### config.mk
export PLATFORM = sky130hd
export DESIGN_NAME = msc_queue
export DESIGN_NICKNAME = d
export VERILOG_FILES = /design/src/assert_macros.svh /design/src/msc_pkg.sv /design/src/msc_queue.sv
export SDC_FILE = /design/constraint.sdc
export NUM_CORES = 1
export LEC_CHECK = 0
export BUFFER_PORTS_ARGS = -buffer_cell sky130_fd_sc_hd__buf_2
export CORE_MARGIN = 4
export CORE_UTILIZATION = 35
export CTS_CLUSTER_DIAMETER = 120
export DETAILED_ROUTE_END_ITERATION = 16
export PLACE_DENSITY = 0.55
export SYNTH_ARGS = -nofsm -noshare
export SYNTH_HDL_FRONTEND = slang
export SYNTH_SLANG_ARGS = --single-unit
export TNS_END_PERCENT = 5
### constraint.sdc
create_clock -name clk -period 4.1 [get_ports clk]
set_clock_uncertainty 0.2 [all_clocks]
set_input_delay 0 -clock clk [delete_from_list [all_inputs] [get_ports clk]]
set_output_delay 0 -clock clk [all_outputs]
set_load 0.02 [all_outputs]
### src/assert_macros.svh
// Assertion macros shared by the contour cell unit.
// Uses the clk and arst_n names of the including module.
`ifndef ASSERT_MACROS_SVH
`define ASSERT_MACROS_SVH

// Property checked on every rising clk edge outside reset.
`define MSC_ASSERT(name, prop) \
	name: assert property (@(posedge clk) disable iff (!arst_n) prop) \
		else $error("msc assertion failed");

// Condition that must never hold.
`define MSC_ASSERT_NEVER(name, cond) \
	`MSC_ASSERT(name, !(cond))

`endif

### src/msc_pkg.sv
// Types and constants of the marching-squares contour cell unit.
// No dependencies.
package msc_pkg;

	localparam int FRAC_BITS   = 12;
	localparam int HEIGHT_BITS = 16;
	localparam int COORD_W     = 26;
	localparam int IDX_W       = 10;
	localparam int PITCH_W     = 16;

	localparam logic [1:0] CFG_LEVEL   = 2'd0;
	localparam logic [1:0] CFG_PITCH_X = 2'd1;
	localparam logic [1:0] CFG_PITCH_Y = 2'd2;

	typedef struct packed {
		logic [IDX_W-1:0]       cell_col;
		logic [IDX_W-1:0]       cell_row;
		logic [HEIGHT_BITS-1:0] height_bl;
		logic [HEIGHT_BITS-1:0] height_br;
		logic [HEIGHT_BITS-1:0] height_tr;
		logic [HEIGHT_BITS-1:0] height_tl;
	} cell_t;

	typedef struct packed {
		logic [COORD_W-1:0] start_x;
		logic [COORD_W-1:0] start_y;
		logic [COORD_W-1:0] end_x;
		logic [COORD_W-1:0] end_y;
		logic               last_segment;
	} seg_t;

	typedef struct packed {
		logic [HEIGHT_BITS-1:0] level;
		logic [PITCH_W-1:0]     pitch_x;
		logic [PITCH_W-1:0]     pitch_y;
	} cfg_t;

	// classified cell with edge fractions, one queue entry
	typedef struct packed {
		logic [IDX_W-1:0]   cell_col;
		logic [IDX_W-1:0]   cell_row;
		logic [3:0]         code;
		logic               hi;
		logic [FRAC_BITS:0] t_b;
		logic [FRAC_BITS:0] t_r;
		logic [FRAC_BITS:0] t_t;
		logic [FRAC_BITS:0] t_l;
	} qent_t;

	typedef enum logic [1:0] {E_BOTTOM, E_RIGHT, E_TOP, E_LEFT} edge_t;

	typedef struct packed {
		logic  two;
		edge_t a0;
		edge_t b0;
		edge_t a1;
		edge_t b1;
	} plan_t;

	// segment plan per corner code, saddles for a low corner sum
	localparam plan_t PLAN_LO [16] = '{
		'{1'b0, E_LEFT,   E_BOTTOM, E_LEFT,   E_BOTTOM},
		'{1'b0, E_LEFT,   E_BOTTOM, E_LEFT,   E_BOTTOM},
		'{1'b0, E_BOTTOM, E_RIGHT,  E_BOTTOM, E_RIGHT},
		'{1'b0, E_LEFT,   E_RIGHT,  E_LEFT,   E_RIGHT},
		'{1'b0, E_RIGHT,  E_TOP,    E_RIGHT,  E_TOP},
		'{1'b1, E_LEFT,   E_BOTTOM, E_TOP,    E_RIGHT},
		'{1'b0, E_BOTTOM, E_TOP,    E_BOTTOM, E_TOP},
		'{1'b0, E_LEFT,   E_TOP,    E_LEFT,   E_TOP},
		'{1'b0, E_LEFT,   E_TOP,    E_LEFT,   E_TOP},
		'{1'b0, E_BOTTOM, E_TOP,    E_BOTTOM, E_TOP},
		'{1'b1, E_LEFT,   E_TOP,    E_BOTTOM, E_RIGHT},
		'{1'b0, E_RIGHT,  E_TOP,    E_RIGHT,  E_TOP},
		'{1'b0, E_LEFT,   E_RIGHT,  E_LEFT,   E_RIGHT},
		'{1'b0, E_BOTTOM, E_RIGHT,  E_BOTTOM, E_RIGHT},
		'{1'b0, E_LEFT,   E_BOTTOM, E_LEFT,   E_BOTTOM},
		'{1'b0, E_LEFT,   E_BOTTOM, E_LEFT,   E_BOTTOM}
	};

	// a high saddle uses the pairing of the complementary saddle
	function automatic plan_t msc_plan(logic [3:0] code, logic hi);
		plan_t p;
		p = PLAN_LO[code];
		if (hi && p.two) begin
			p = PLAN_LO[~code];
		end
		return p;
	endfunction

endpackage

### src/msc_queue.sv
// Small FIFO between the front and back parts.
// Depends on msc_pkg.
module msc_queue #(
	parameter int DEPTH = 4
) (
	input  logic           clk,
	input  logic           arst_n,
	input  logic           push,
	input  msc_pkg::qent_t push_data,
	output logic           full,
	input  logic           pop,
	output msc_pkg::qent_t head,
	output logic           empty
);
	import msc_pkg::*;

	localparam int PTR_W = (DEPTH > 1) ? $clog2(DEPTH) : 1;
	localparam int CNT_W = $clog2(DEPTH + 1);

	qent_t            mem_q [DEPTH];
	logic [PTR_W-1:0] wr_q, rd_q;
	logic [CNT_W-1:0] cnt_q;

	assign full  = cnt_q == CNT_W'(DEPTH);
	assign empty = cnt_q == '0;
	assign head  = mem_q[rd_q];

	always_ff @(posedge clk or negedge arst_n) begin
		if (!arst_n) begin
			wr_q  <= '0;
			rd_q  <= '0;
			cnt_q <= '0;
		end else begin
			if (push) begin
				wr_q <= (wr_q == PTR_W'(DEPTH - 1)) ? '0 : wr_q + 1'b1;
			end
			if (pop) begin
				rd_q <= (rd_q == PTR_W'(DEPTH - 1)) ? '0 : rd_q + 1'b1;
			end
			if (push && !pop) begin
				cnt_q <= cnt_q + 1'b1;
			end else if (pop && !push) begin
				cnt_q <= cnt_q - 1'b1;
			end
		end
	end

	always_ff @(posedge clk) begin
		if (push) begin
			mem_q[wr_q] <= push_data;
		end
	end

endmodule

# After elaboration in Yosys (flattened, before gate mapping)
# Memories as Yosys holds them, arrays and structs flattened.
# Index checks and enable logic that the tools add are counted.
dict set report word_totals {
  register_bits 7
  ram_bits 308
  out_inout_bits 79
  elab_cells 23
  n_memories 1
  input_bits 81
}
dict set report op_classes {
  add_sub_neg 4
  n_reduce_logical 6
  mux 6
  eq_ne 3
}
# memory words width read_ports rd_ports_with_merged_regs wr line
set mem_list {}
lappend mem_list {mem_q 4 77 1 0 1 msc_queue.sv:20} ;# qent_t mem_q [DEPTH];
# operator count
set op_table {}
lappend op_table {{$mux W3} 2}
lappend op_table {{$add A2 B1 Y2 const B} 2}
lappend op_table {{$eq A2 B2 Y1 const B} 2}
lappend op_table {{$mux W2} 2}
lappend op_table {{$add A3 B1 Y3 const B} 1}
lappend op_table {{$eq A3 B3 Y1 const B} 1}
lappend op_table {{$logic_not A3 Y1} 1}
lappend op_table {{$sub A3 B1 Y3 const B} 1}
lappend op_table {{$logic_and A1 B1 Y1} 2}
lappend op_table {{$logic_not A1 Y1} 2}
lappend op_table {{$mux W1} 2}
lappend op_table {{$reduce_bool A2 Y1} 1}

# Logic depth before layout (Yosys ltp)
dict set report depth {
  depth_word 4
  ltp_mapped 7
  depth_no_buf 7
}

# Worst setup path after synthesis
# Ideal clock, no wire load.
dict set report synth_timing {
  path_type {register to register}
  start {reg wr_q[0]}
  end {mem mem_q[0][0] in the netlist's numbering (enable)}
  n_path_buf 0
  t_required_ns 3.457
  arrival_time_ns 2.420
  setup_slack_ns 1.037
  stages_incl_launch_ff 4
  cell_sequence {dfrtp_1 inv_1 ha_1 and2_1}
}
# element line
set synth_lines {}
lappend synth_lines {{start, declared} msc_queue.sv:21} ;# logic [PTR_W-1:0] wr_q, rd_q;
lappend synth_lines {{start signal, assigned} msc_queue.sv:35} ;# wr_q <= (wr_q == PTR_W'(DEPTH - 1)) ? '0 : wr_q + 1'b1;
lappend synth_lines {{end, declared} msc_queue.sv:20}
# No word-level cell before the write port.

==> reports/metrics.cfg <==
[setup_path]
cpMaxStageDelayCell=dfrtp_4
crit_family=flip-flops
worst_ep_arrival_time_ps=2560
cpPeakStageDelay_ps=1050
worstSetupPathType=register to output pin
cp_max_fo=63
worstPathCellList=buf_4 > mux4_2 > buf_2
critPathLaunch=rd_q[1]
crit_required_ps=3900
crit_path_start_kind=register
crit_buf_inv=2
critPathCaptureType=output pin
rr_startpoint=wr_q[0]

[min_path]
min-delay-start=push_data[55]
hold_path.class=primary input to register

[run]
maxCapViolations=0

[cts]
clockBufferDepth=3
path_clk_slew_ps=60
cts_sinks=315
cts_tree=built
root_buffer=clkbuf_16
clock_latency_ps=500
cts_buffers=36
cts.htree.levels=2
cts_setup_buffers=0

[routing]
routed_wl_um=23280
dr.pass1.iters=4
via_per_inst=4.653
route.detailed.drc=0
drtAntennaViolNets=0
vias=5490
drtIter0Drc=322
wl_per_cell_um=19.73

[global_route]
grt_pass1_vias=6056
grt_usage=0.1294
grt_max_degree=64
antenna_found_initial=2
grt_pass1_wl_um=35590
overflow=0

[logic_synthesis]
synth_top_area_frac=0.8024
avgSynthCellArea_um2=26.20
synth_cells=440
syn-cell-area_um2=11530
yosys_warnings=0
yosysTopAreaCell=edfxtp_1
netlist_top_cells_area=edfxtp_1, mux4_2, dfrtp_1, ha_1, buf_12
synth_cell_types=21
synth-seq-cells=315
syn_nets=528
ys_seq_area_frac=0.8176

[power]
p_per_area_nw_per_um2=690.6
ir_drop_uv=335.0
p_leak_nw=5.088

[outcome]
status=complete, no violations

[timing]
setup-violations-final=0
fin_tns_setup_ps=0
hold_viol=0
maxSlewViolCount=0
slew_headroom=0.3489
clock.fmax_mhz=362.9
rsz0062_at_grt=no
finalCritPeriodShare=0.6721
fin_hold_ws_ps=55.17
period_minus_slack_ps=2756
worst-slew-pin-transition_ps=976.7

[placed_design]
hpwlAfterDp_um=14370
port_buffers=159
place.gp.congestion=0.7329

[die]
die_area_um2=35900
row_count=66
initial_utilization=0.3543
ioPinCount=160
die_w_um=189.5
core_area_um2=32540
die_y_um=189.5

[layout]
n_fill_cell=2860
multiInputGateArea_um2=1963
area.sequential_um2=9432
fin_nets=799
diodes=0
drive_gt1_frac=0.4160
area_growth_pct=28.02

==> state kept, by name, indices dropped and copies added (netlist names) <==
| signal | flops |
|---|---|
| rd_q | 2 |
| wr_q | 2 |
| cnt_q | 3 |
| mem_q | 308 |
==> power by group <==
group | internal [mW] | switching, mW
sequential | 4.13 | 0.296
combinational | 1.21 | 1.63
clock | 1.72 | 1.21
total | 7.06 | 3.13
==> worst reg2reg max path: cells and delay by family, from the launching register on <==
kind                       cells  cell delay, ps
buffers and inverters          2             720
and+or+nand+nor                1             510
DFF                            1             410
adders and majority gates      1             150
==> routing by layer <==
metal  GRT usage  share of wire
met4     0.03172          0.015
met5           0        0.00086
met2      0.2252           0.52
met1      0.1635           0.42
met3     0.03319          0.053
==> layout make-up <==
cell class,instances,share of cell area
Multi-Input combinational cell,103,0.1330
Tap cell,442,0.03748
Clock inverter,24,0.01018
Sequential cell,315,0.6392
Inverter,4,0.001018
Clock buffer,41,0.06377
Timing Repair Buffer,251,0.1153
==> path summary, 6_finish.rpt <==
kind | cells after the start | endpoint | slack, ps
min reg2reg | 1 | cnt_q[2] | 320
min in group asynchronous | 3 | cnt_q[1] | 260
max reg2reg | 4 | mem_q[2][45] | 1720
max in group asynchronous | 3 | rd_q[1] | 3150
max | 3 | head[36] | 1340
min | 2 | mem_q[2][55] | 60
==> cell usage after synthesis <==
master,number
edfxtp_1,308
mux4_2,77
dfrtp_1,7
buf_2,6
ha_1,6
buf_4,5
and2_1,4
clkbuf_1,4
inv_1,4
buf_12,2
mux2_2,2
nand2_1,2
nor2_1,2
nor3_1,2
o21ai_0,2
xor2_1,2
a21o_1,1
buf_6,1
fa_1,1
nor3b_1,1
xnor2_1,1
==> cells in the final DEF, fill, tap and decap left out, types with 5 or more instances in the layout <==
master	n
clkinv_1	9
mux4_2	77
edfxtp_1	308
clkbuf_16	37
buf_4	10
ha_1	6
clkinv_2	10
dfrtp_1	5
dlygate4sd3_1	81
buf_2	159
==> cells by family (layout without fill, tap and decap cells) <==
group	count (synthesis)	after routing	share of synthesized area
AOI/OAI and AO/OA	3	3	0.001520
xor gates and xnor gates	3	3	0.002280
buffers and inverters	22	320	0.01292
adders and majority gates	7	7	0.008250
DFF	315	315	0.8176
and+or+nand+nor	11	11	0.004994
muxes	79	79	0.1524
==> metrics by stage <==
stage                     cells    util  setup slack (ps)  power, mW  area [um^2]
after floorplan             440       -              1037      6.396        11530
after CTS                  1180  0.4535              1280      10.39        14760
after global routing       1180  0.4535              1222      10.71        14760
after detailed placement   1034  0.3951              1682      7.382        12850
final                      1180  0.4535              1344      10.19        14760
after global placement     1034  0.3951              1758      7.301        12850
==> what timing repair did <==
item,CTS,global route
hold buffers,81,0
gates resized for setup,0,0
endpoints found under the setup margin,0,0
hold endpoints to repair,322,0
No activity file was read; power rests on OpenSTA's default activity.
