$ cat src/assert_macros.svh
// Assertion macros shared by the contour cell unit.
// Uses the clk and arst_n names of the including module.
`ifndef ASSERT_MACROS_SVH
`define ASSERT_MACROS_SVH

// Property checked on every rising clk edge outside reset.
`define MSC_ASSERT(name, prop) \
	name: assert property (@(posedge clk) disable iff (!arst_n) prop) \
		else $error("msc assertion failed");

// Condition that must never hold.
`define MSC_ASSERT_NEVER(name, cond) \
	`MSC_ASSERT(name, !(cond))

`endif

$ cat src/msc_pkg.sv
// Types and constants of the marching-squares contour cell unit.
// No dependencies.
package msc_pkg;

	localparam int FRAC_BITS   = 12;
	localparam int HEIGHT_BITS = 16;
	localparam int COORD_W     = 26;
	localparam int IDX_W       = 10;
	localparam int PITCH_W     = 16;

	localparam logic [1:0] CFG_LEVEL   = 2'd0;
	localparam logic [1:0] CFG_PITCH_X = 2'd1;
	localparam logic [1:0] CFG_PITCH_Y = 2'd2;

	typedef struct packed {
		logic [IDX_W-1:0]       cell_col;
		logic [IDX_W-1:0]       cell_row;
		logic [HEIGHT_BITS-1:0] height_bl;
		logic [HEIGHT_BITS-1:0] height_br;
		logic [HEIGHT_BITS-1:0] height_tr;
		logic [HEIGHT_BITS-1:0] height_tl;
	} cell_t;

	typedef struct packed {
		logic [COORD_W-1:0] start_x;
		logic [COORD_W-1:0] start_y;
		logic [COORD_W-1:0] end_x;
		logic [COORD_W-1:0] end_y;
		logic               last_segment;
	} seg_t;

	typedef struct packed {
		logic [HEIGHT_BITS-1:0] level;
		logic [PITCH_W-1:0]     pitch_x;
		logic [PITCH_W-1:0]     pitch_y;
	} cfg_t;

	// classified cell with edge fractions, one queue entry
	typedef struct packed {
		logic [IDX_W-1:0]   cell_col;
		logic [IDX_W-1:0]   cell_row;
		logic [3:0]         code;
		logic               hi;
		logic [FRAC_BITS:0] t_b;
		logic [FRAC_BITS:0] t_r;
		logic [FRAC_BITS:0] t_t;
		logic [FRAC_BITS:0] t_l;
	} qent_t;

	typedef enum logic [1:0] {E_BOTTOM, E_RIGHT, E_TOP, E_LEFT} edge_t;

	typedef struct packed {
		logic  two;
		edge_t a0;
		edge_t b0;
		edge_t a1;
		edge_t b1;
	} plan_t;

	// segment plan per corner code, saddles for a low corner sum
	localparam plan_t PLAN_LO [16] = '{
		'{1'b0, E_LEFT,   E_BOTTOM, E_LEFT,   E_BOTTOM},
		'{1'b0, E_LEFT,   E_BOTTOM, E_LEFT,   E_BOTTOM},
		'{1'b0, E_BOTTOM, E_RIGHT,  E_BOTTOM, E_RIGHT},
		'{1'b0, E_LEFT,   E_RIGHT,  E_LEFT,   E_RIGHT},
		'{1'b0, E_RIGHT,  E_TOP,    E_RIGHT,  E_TOP},
		'{1'b1, E_LEFT,   E_BOTTOM, E_TOP,    E_RIGHT},
		'{1'b0, E_BOTTOM, E_TOP,    E_BOTTOM, E_TOP},
		'{1'b0, E_LEFT,   E_TOP,    E_LEFT,   E_TOP},
		'{1'b0, E_LEFT,   E_TOP,    E_LEFT,   E_TOP},
		'{1'b0, E_BOTTOM, E_TOP,    E_BOTTOM, E_TOP},
		'{1'b1, E_LEFT,   E_TOP,    E_BOTTOM, E_RIGHT},
		'{1'b0, E_RIGHT,  E_TOP,    E_RIGHT,  E_TOP},
		'{1'b0, E_LEFT,   E_RIGHT,  E_LEFT,   E_RIGHT},
		'{1'b0, E_BOTTOM, E_RIGHT,  E_BOTTOM, E_RIGHT},
		'{1'b0, E_LEFT,   E_BOTTOM, E_LEFT,   E_BOTTOM},
		'{1'b0, E_LEFT,   E_BOTTOM, E_LEFT,   E_BOTTOM}
	};

	// a high saddle uses the pairing of the complementary saddle
	function automatic plan_t msc_plan(logic [3:0] code, logic hi);
		plan_t p;
		p = PLAN_LO[code];
		if (hi && p.two) begin
			p = PLAN_LO[~code];
		end
		return p;
	endfunction

endpackage

$ cat src/msc_back.sv
// Back part: scales fractions by the pitch and emits one or two segments.
// Depends on msc_pkg.
module msc_back (
	input  logic           clk,
	input  logic           arst_n,
	input  msc_pkg::cfg_t  cfg,
	input  logic           empty,
	input  msc_pkg::qent_t head,
	output logic           pop,
	output logic           seg_valid,
	input  logic           seg_stall,
	output msc_pkg::seg_t  seg
);
	import msc_pkg::*;

	localparam int PW = FRAC_BITS + PITCH_W + 1;

	typedef struct packed {
		logic [COORD_W-1:0] x;
		logic [COORD_W-1:0] y;
	} pt_t;

	logic               s1_v, idx_q, seg_valid_q;
	logic [3:0]         code_s1;
	logic               hi_s1;
	logic [COORD_W-1:0] cx_s1, ry_s1;
	logic [PITCH_W:0]   fb_s1, fr_s1, ft_s1, fl_s1;
	seg_t               seg_q;

	logic [COORD_W-1:0] cx_n, ry_n;
	logic [PW-1:0]      pb, pr, pt, pl;
	plan_t              plan;
	pt_t                pts [4];
	logic               out_free, emit, last, done;
	edge_t              ea, eb;

	always_comb begin
		cx_n = COORD_W'(head.cell_col) * COORD_W'(cfg.pitch_x);
		ry_n = COORD_W'(head.cell_row) * COORD_W'(cfg.pitch_y);
		pb   = PW'(head.t_b) * PW'(cfg.pitch_x);
		pt   = PW'(head.t_t) * PW'(cfg.pitch_x);
		pr   = PW'(head.t_r) * PW'(cfg.pitch_y);
		pl   = PW'(head.t_l) * PW'(cfg.pitch_y);
	end

	always_comb begin
		plan = msc_plan(code_s1, hi_s1);
		pts[E_BOTTOM] = '{cx_s1 + COORD_W'(fb_s1), ry_s1};
		pts[E_TOP]    = '{cx_s1 + COORD_W'(ft_s1), ry_s1 + COORD_W'(cfg.pitch_y)};
		pts[E_RIGHT]  = '{cx_s1 + COORD_W'(cfg.pitch_x), ry_s1 + COORD_W'(fr_s1)};
		pts[E_LEFT]   = '{cx_s1, ry_s1 + COORD_W'(fl_s1)};
		ea       = idx_q ? plan.a1 : plan.a0;
		eb       = idx_q ? plan.b1 : plan.b0;
		last     = idx_q || !plan.two;
		out_free = !seg_valid_q || !seg_stall;
		emit     = s1_v && out_free;
		done     = emit && last;
		pop      = !empty && (!s1_v || done);
	end

	always_ff @(posedge clk or negedge arst_n) begin
		if (!arst_n) begin
			s1_v        <= 1'b0;
			idx_q       <= 1'b0;
			seg_valid_q <= 1'b0;
		end else begin
			if (pop) begin
				s1_v <= 1'b1;
			end else if (done) begin
				s1_v <= 1'b0;
			end
			if (emit) begin
				idx_q <= !last;
			end
			if (emit) begin
				seg_valid_q <= 1'b1;
			end else if (!seg_stall) begin
				seg_valid_q <= 1'b0;
			end
		end
	end

	always_ff @(posedge clk) begin
		if (pop) begin
			code_s1 <= head.code;
			hi_s1   <= head.hi;
			cx_s1   <= cx_n;
			ry_s1   <= ry_n;
			fb_s1   <= pb[PW-1:FRAC_BITS];
			ft_s1   <= pt[PW-1:FRAC_BITS];
			fr_s1   <= pr[PW-1:FRAC_BITS];
			fl_s1   <= pl[PW-1:FRAC_BITS];
		end
		if (emit) begin
			seg_q <= '{pts[ea].x, pts[ea].y, pts[eb].x, pts[eb].y, last};
		end
	end

	assign seg_valid = seg_valid_q;
	assign seg       = seg_q;

endmodule

$ cat config.mk
export PLATFORM = sky130hd
export DESIGN_NAME = msc_back
export DESIGN_NICKNAME = d
export VERILOG_FILES = /design/src/assert_macros.svh /design/src/msc_pkg.sv /design/src/msc_back.sv
export SDC_FILE = /design/constraint.sdc
export NUM_CORES = 2
export LEC_CHECK = 0
export BUFFER_PORTS_ARGS = -buffer_cell sky130_fd_sc_hd__buf_2
export CAP_MARGIN = 40
export CORE_ASPECT_RATIO = 0.7
export CORE_UTILIZATION = 50
export CTS_CLUSTER_DIAMETER = 150
export DETAILED_ROUTE_END_ITERATION = 10
export PLACE_DENSITY = 0.69
export SYNTH_ARGS = -nofsm -noshare
export SYNTH_HDL_FRONTEND = slang
export SYNTH_SLANG_ARGS = --single-unit
$ cat constraint.sdc
create_clock -name clk -period 15.4 [get_ports clk]
set_input_delay 4.62 -clock clk [delete_from_list [all_inputs] [get_ports clk]]
set_output_delay 4.62 -clock clk [all_outputs]
set_load 0.005 [all_outputs]
Word level (Yosys, flattened, before mapping)
Memory sizes are Yosys's and may differ from the RTL's.
Index checks and enable logic that the tools add are counted.
Storage, ports and cells
  logic and storage cells: 71
  memories kept: 2
  input port bits: 129
  RAM bits: 0
  bits in latches: 0
  register bits after elaboration: 233
  bits in read-only memories: 288
Memories
  (name not given): words 16, width 9, read ports 1, clocked after memory_dff 0, write ports 0, line msc_pkg.sv:85  | p = PLAN_LO[~code];
  (name not given): words 16, width 9, read ports 1, clocked after memory_dff 0, write ports 0, line msc_pkg.sv:83  | p = PLAN_LO[code];
Cells by class
  equal/unequal tests: 1
  multiply operators: 6
  bitwise operators: 5
  muxes and demuxes: 17
  shift-type cells: 0
  $lt $le $gt $ge: 4
  add/sub/neg operators: 6
  divide/modulo/power cells: 0
  reductions and logical operators: 14
Operators with widths (count)
  52-bit binary-select mux with 2-bit select: 2
  52-bit two-way mux: 4
  13-bit by 16-bit multiplier with 29-bit output: 4
  26-bit by 17-bit adder with 26-bit output: 4
  26-bit by 16-bit adder with 26-bit output: 2
  10-bit by 16-bit multiplier with 26-bit output: 2
  9-bit two-way mux: 5
  5-bit greater-or-equal comparator, second input constant: 2
  4-bit inverter with 5-bit output: 2
  3-bit greater-or-equal comparator, second input constant: 2
  1-bit zero test: 6
  2-bit inverter with 3-bit output: 2
  1-bit logical AND: 4
  1-bit two-way mux: 4
  2-bit two-way mux: 2
  4-bit inverter: 1
  1-bit logical OR: 3
  2-bit by 1-bit inequality test with 1-bit output, second input constant: 1
  2-bit nonzero test: 1

Depth between registers and ports, before layout
  depth in word-level cells: 12
  depth in mapped cells: 24

Least setup slack after synthesis
OpenSTA, ideal clock, no wires.
  path kind: input -> output
  start point: in seg_stall
  end point: out pop
  data arrival time: 10.506 ns
  data required time: 10.780 ns
  stages on the path: 4
  slack: 0.274 ns
  cells stage by stage: nand2_1 > nand2_1 > o21ai_0 > nor2b_1
On the way
  word-level cells in the longest chain between the ends: 6
RTL lines
  start: declaration: line msc_back.sv:11  | input logic seg_stall,
  1-bit zero test
  1-bit logical OR: line msc_back.sv:55  | out_free = !seg_valid_q || !seg_stall;
  1-bit logical AND: line msc_back.sv:56  | emit = s1_v && out_free;
  1-bit logical AND: line msc_back.sv:57  | done = emit && last;
  1-bit logical OR: line msc_back.sv:58  | pop = !empty && (!s1_v || done);
  1-bit logical AND: line msc_back.sv:58
  end: declaration: line msc_back.sv:9  | output logic pop,
Every way passes these cells.

Final worst setup path
  start point: in cfg[23] (netlist bit)
  end point: reg fb_s1[16], data pin
On the way
  word-level cells in the longest chain between the ends: 1
RTL lines
  start: declaration: line msc_back.sv:6  | input msc_pkg::cfg_t cfg,
  13-bit by 16-bit multiplier with 29-bit output: line msc_back.sv:40  | pb = PW'(head.t_b) * PW'(cfg.pitch_x);
  via pb[28]: line msc_back.sv:31  | logic [PW-1:0] pb, pr, pt, pl;
  end signal: assignment: line msc_back.sv:89  | fb_s1 <= pb[PW-1:FRAC_BITS];
  end: declaration: line msc_back.sv:27  | logic [PITCH_W:0] fb_s1, fr_s1, ft_s1, fl_s1;
The timed path passes the listed nets, and every way through them passes these cells.
A chain may end at the register's enable or synchronous reset.

==> key figures <==
Synth
  – Primary FF master, synth: edfxtp_1
  – Post-synth top area cell: fa_1
  – Post-synthesis average cell area: 8.952 um2
  – Commonest cells post-synth: inv_1, fa_1, nand2_1, and2_1, ha_1
  – Synth warn: 0
  – Synth cell types: ~80
  – Most frequent cell after synthesis: inv_1
  – Sequential cell area fraction in the yosys report: between 10% and 20%
  – Synth async-reset ratio: 1.288%
  – Synth top area cells: fa_1, edfxtp_1, ha_1
  – Post-Syn Area: 50290 um2
  – Seq cells post-synth: 233
  – Post-synthesis instance total: 5618
  – Number of synthesized flops with an enable pin: 230
  – Mapped Nets: 7092
  – Post-synth top area share: 33.36%

Clock network
  – PostCTS Resize Cnt: 0
  – Post-CTS Setup Bufs: 0
  – Max Root-Sink Buffers: 3
  – Clock sink count: 233
  – Hold Buf Count CTS: 0
  – Htree depth: 1
  – Num CTS Buffers: 26
  – Clock latency on the worst-skew pair: 0.55 ns
  – TritonCTS clock tree: done
  – Worst-path clk slew: approximately 0.06 ns
  – Root Driver: clkbuf_16

Drt
  – Vias/cell: 5.525
  – Wire per inst: 19.09 um
  – Routed Antenna Nets: 0
  – Vias: 38710
  – First-pass DRT Iterations: 6
  – DRC Markers: 0
  – Initial DRC count: 3357
  – Final WL: 133700 um

Finish
  – Area of the multi-input gates: 38460 um2
  – Sequential Area: 6982 um2
  – Fillcell total: roughly 8800
  – Layout cell share with drive strength beyond 1: roughly 6%
  – Fin nets: 7127
  – Area delta synth->final: 6.145%

Timing
  – Clk_skew: 0.01361 ns
  – PnR worst setup slack: 4.861 ns
  – Setup TNS after final layout: 0 ns
  – Unrepaired setup endpoints after global routing: no
  – Final setup fails: 0
  – Slew Viols, Final: 0
  – Max_slew headroom: 38.04%
  – Max Fclk: 94.88 MHz
  – Final Hold Fails: 0
  – Tmin final: 10.54 ns
  – Worst-Margin Slew: 0.9293 ns
  – Fin crit share: 68.44%

Global route
  – Largest net degree at the start of global routing: 84
  – First-pass GRT wire length: 214900 um
  – Gr usage total: 26.56%
  – Grt total ovfl: 0
  – Vias in the first global route: 38530
  – Initial antenna violation count: 17

Floorplan
  – Die height: 267.3 um
  – Rows: 96
  – I/O Pins: approximately 240
  – Initial core utilization: 50.87%
  – Die width: roughly 380 um
  – Core ar.: 98850 um2
  – Die area: 101900 um2

Worst setup path
  – Critical-path maximum fanout: 37
  – Register-to-Register Path Depth: 11
  – Worst setup EP type: flip-flop
  – Worst path required time: 15.68 ns
  – Critical path start-end classification: in -> reg
  – Worst setup SP type: input port
  – Critical Path AT: 10.82 ns

Power
  – P per Cell Area: ~210 nW/um2
  – Maximum VDD drop: 0.1993 mV
  – P_leak: 26.32 nW

Worst hold path
  – Hold Path Class: reg -> reg
  – Hold Crit Depth: 1

Place
  – Placer Congestion: 0.9310
  – DP Wirelength: 102600 um
  – Pre-CTS WS: 4.367 ns
  – Port Buffers: 219

Job
  – Max cap viols: 0

Outcome
  – Status: complete, no violations
[worst max-delay path: stages]
cell	delay, ns
buf_2	0.09
buf_4	0.31
and2_1	0.25
fa_1	0.53
inv_1	0.05
fa_1	0.47
inv_1	0.05
fa_1	0.50
inv_1	0.06
fa_1	0.54
inv_1	0.05
fa_1	0.45
ha_1	0.30
a21oi_1	0.18
o211ai_1	0.10
a21oi_1	0.56
o31ai_1	0.18
a311oi_1	0.45
o21ai_0	0.25
a21oi_1	0.28
o21bai_1	0.12
xnor2_1	0.41
[sequential cells by signal, indices dropped and copies added, names as in the netlist]
signal / flops
cx_s1: 26
ry_s1: 26
code_s1: 4
seg_valid: 1
fl_s1: 17
seg: 105
fb_s1: 17
ft_s1: 17
fr_s1: 17
s1_v: 1
hi_s1: 1
idx_q: 1
[through the flow]
stage          util, %  cell area, um2  hold slack, ns  std cells  total power [mW]
4_1_cts          53.97           53350          0.5002       6995             11.33
5_1_grt          53.99           53380          0.5362       7004             12.57
3_5_place_dp     53.14           52530          0.4872       6948             10.65
2_1_floorplan        -           50290          0.4503       5618             8.054
3_3_place_gp     52.99           52380          0.4571       6940             10.43
6_report         54.00           53380          0.4921       7006             11.41
[placed cells by master, fill, tap and decap left out, types with 34 or more instances in the layout]
cell,netlist,routed
o21ai_0,106,106
xor2_1,60,60
nand3_1,54,54
and2_1,574,573
buf_4,0,34
buf_2,5,220
ha_1,507,507
a21o_1,63,62
nand2_1,838,837
a211oi_1,55,55
fa_1,838,838
edfxtp_1,230,230
a21oi_1,169,168
xnor2_1,159,159
inv_1,1047,1046
nor3_1,49,49
nor2_1,195,195
a31oi_1,64,64
[power breakdown]
group / switching [mW] / internal, mW / total (mW)
combinational: 5.47 / 3.66 / 9.13
clock: 0.252 / 0.352 / 0.604
sequential: 0.271 / 1.40 / 1.67
total: 6.00 / 5.41 / 11.4
[cells by family (layout without fill, tap and decap cells)]
kind of cell	after synthesis	after routing	synth area share [%]
xor+xnor	219	219	3.814
flops	233	233	13.88
buf+inv	1301	1355	9.725
other cells	0	11	0
compound gates	661	661	8.705
mux	14	14	0.2786
fa+ha+maj	1345	1345	45.97
simple gates	1845	1845	17.62
[path summary, 6_finish.rpt]
| check | end | from | slack (ns) |
|---|---|---|---|
| hold reg to reg | seg_valid | s1_v | 0.49 |
| setup reg to reg | seg[98] | code_s1[1] | 11.37 |
| min in group asynchronous | idx_q | arst_n | 3.88 |
| max in group asynchronous | seg_valid | arst_n | 11.40 |
| setup / recovery | fb_s1[16] | cfg[23] | 4.86 |
| hold / removal | seg_valid | s1_v | 0.49 |
[layout make-up]
cell class | count | share of cell area (%)
Multi-Input combinational cell | 4084 | 72.05
Sequential cell | 233 | 13.08
Inverter | 1047 | 7.367
Tap cell | 1323 | 3.101
Timing Repair Buffer | 261 | 2.817
Clock buffer | 31 | 1.294
Clock inverter | 16 | 0.2414
Antenna cell | 11 | 0.05157
[layer usage]
layer | track usage (%) | wire length [um]
met3 | 3.931 | 11680
met4 | 4.667 | 2379
met5 | 0 | 13
met2 | 39.14 | 55840
met1 | 41.44 | 63820
No activity file was read; power rests on OpenSTA's default activity.
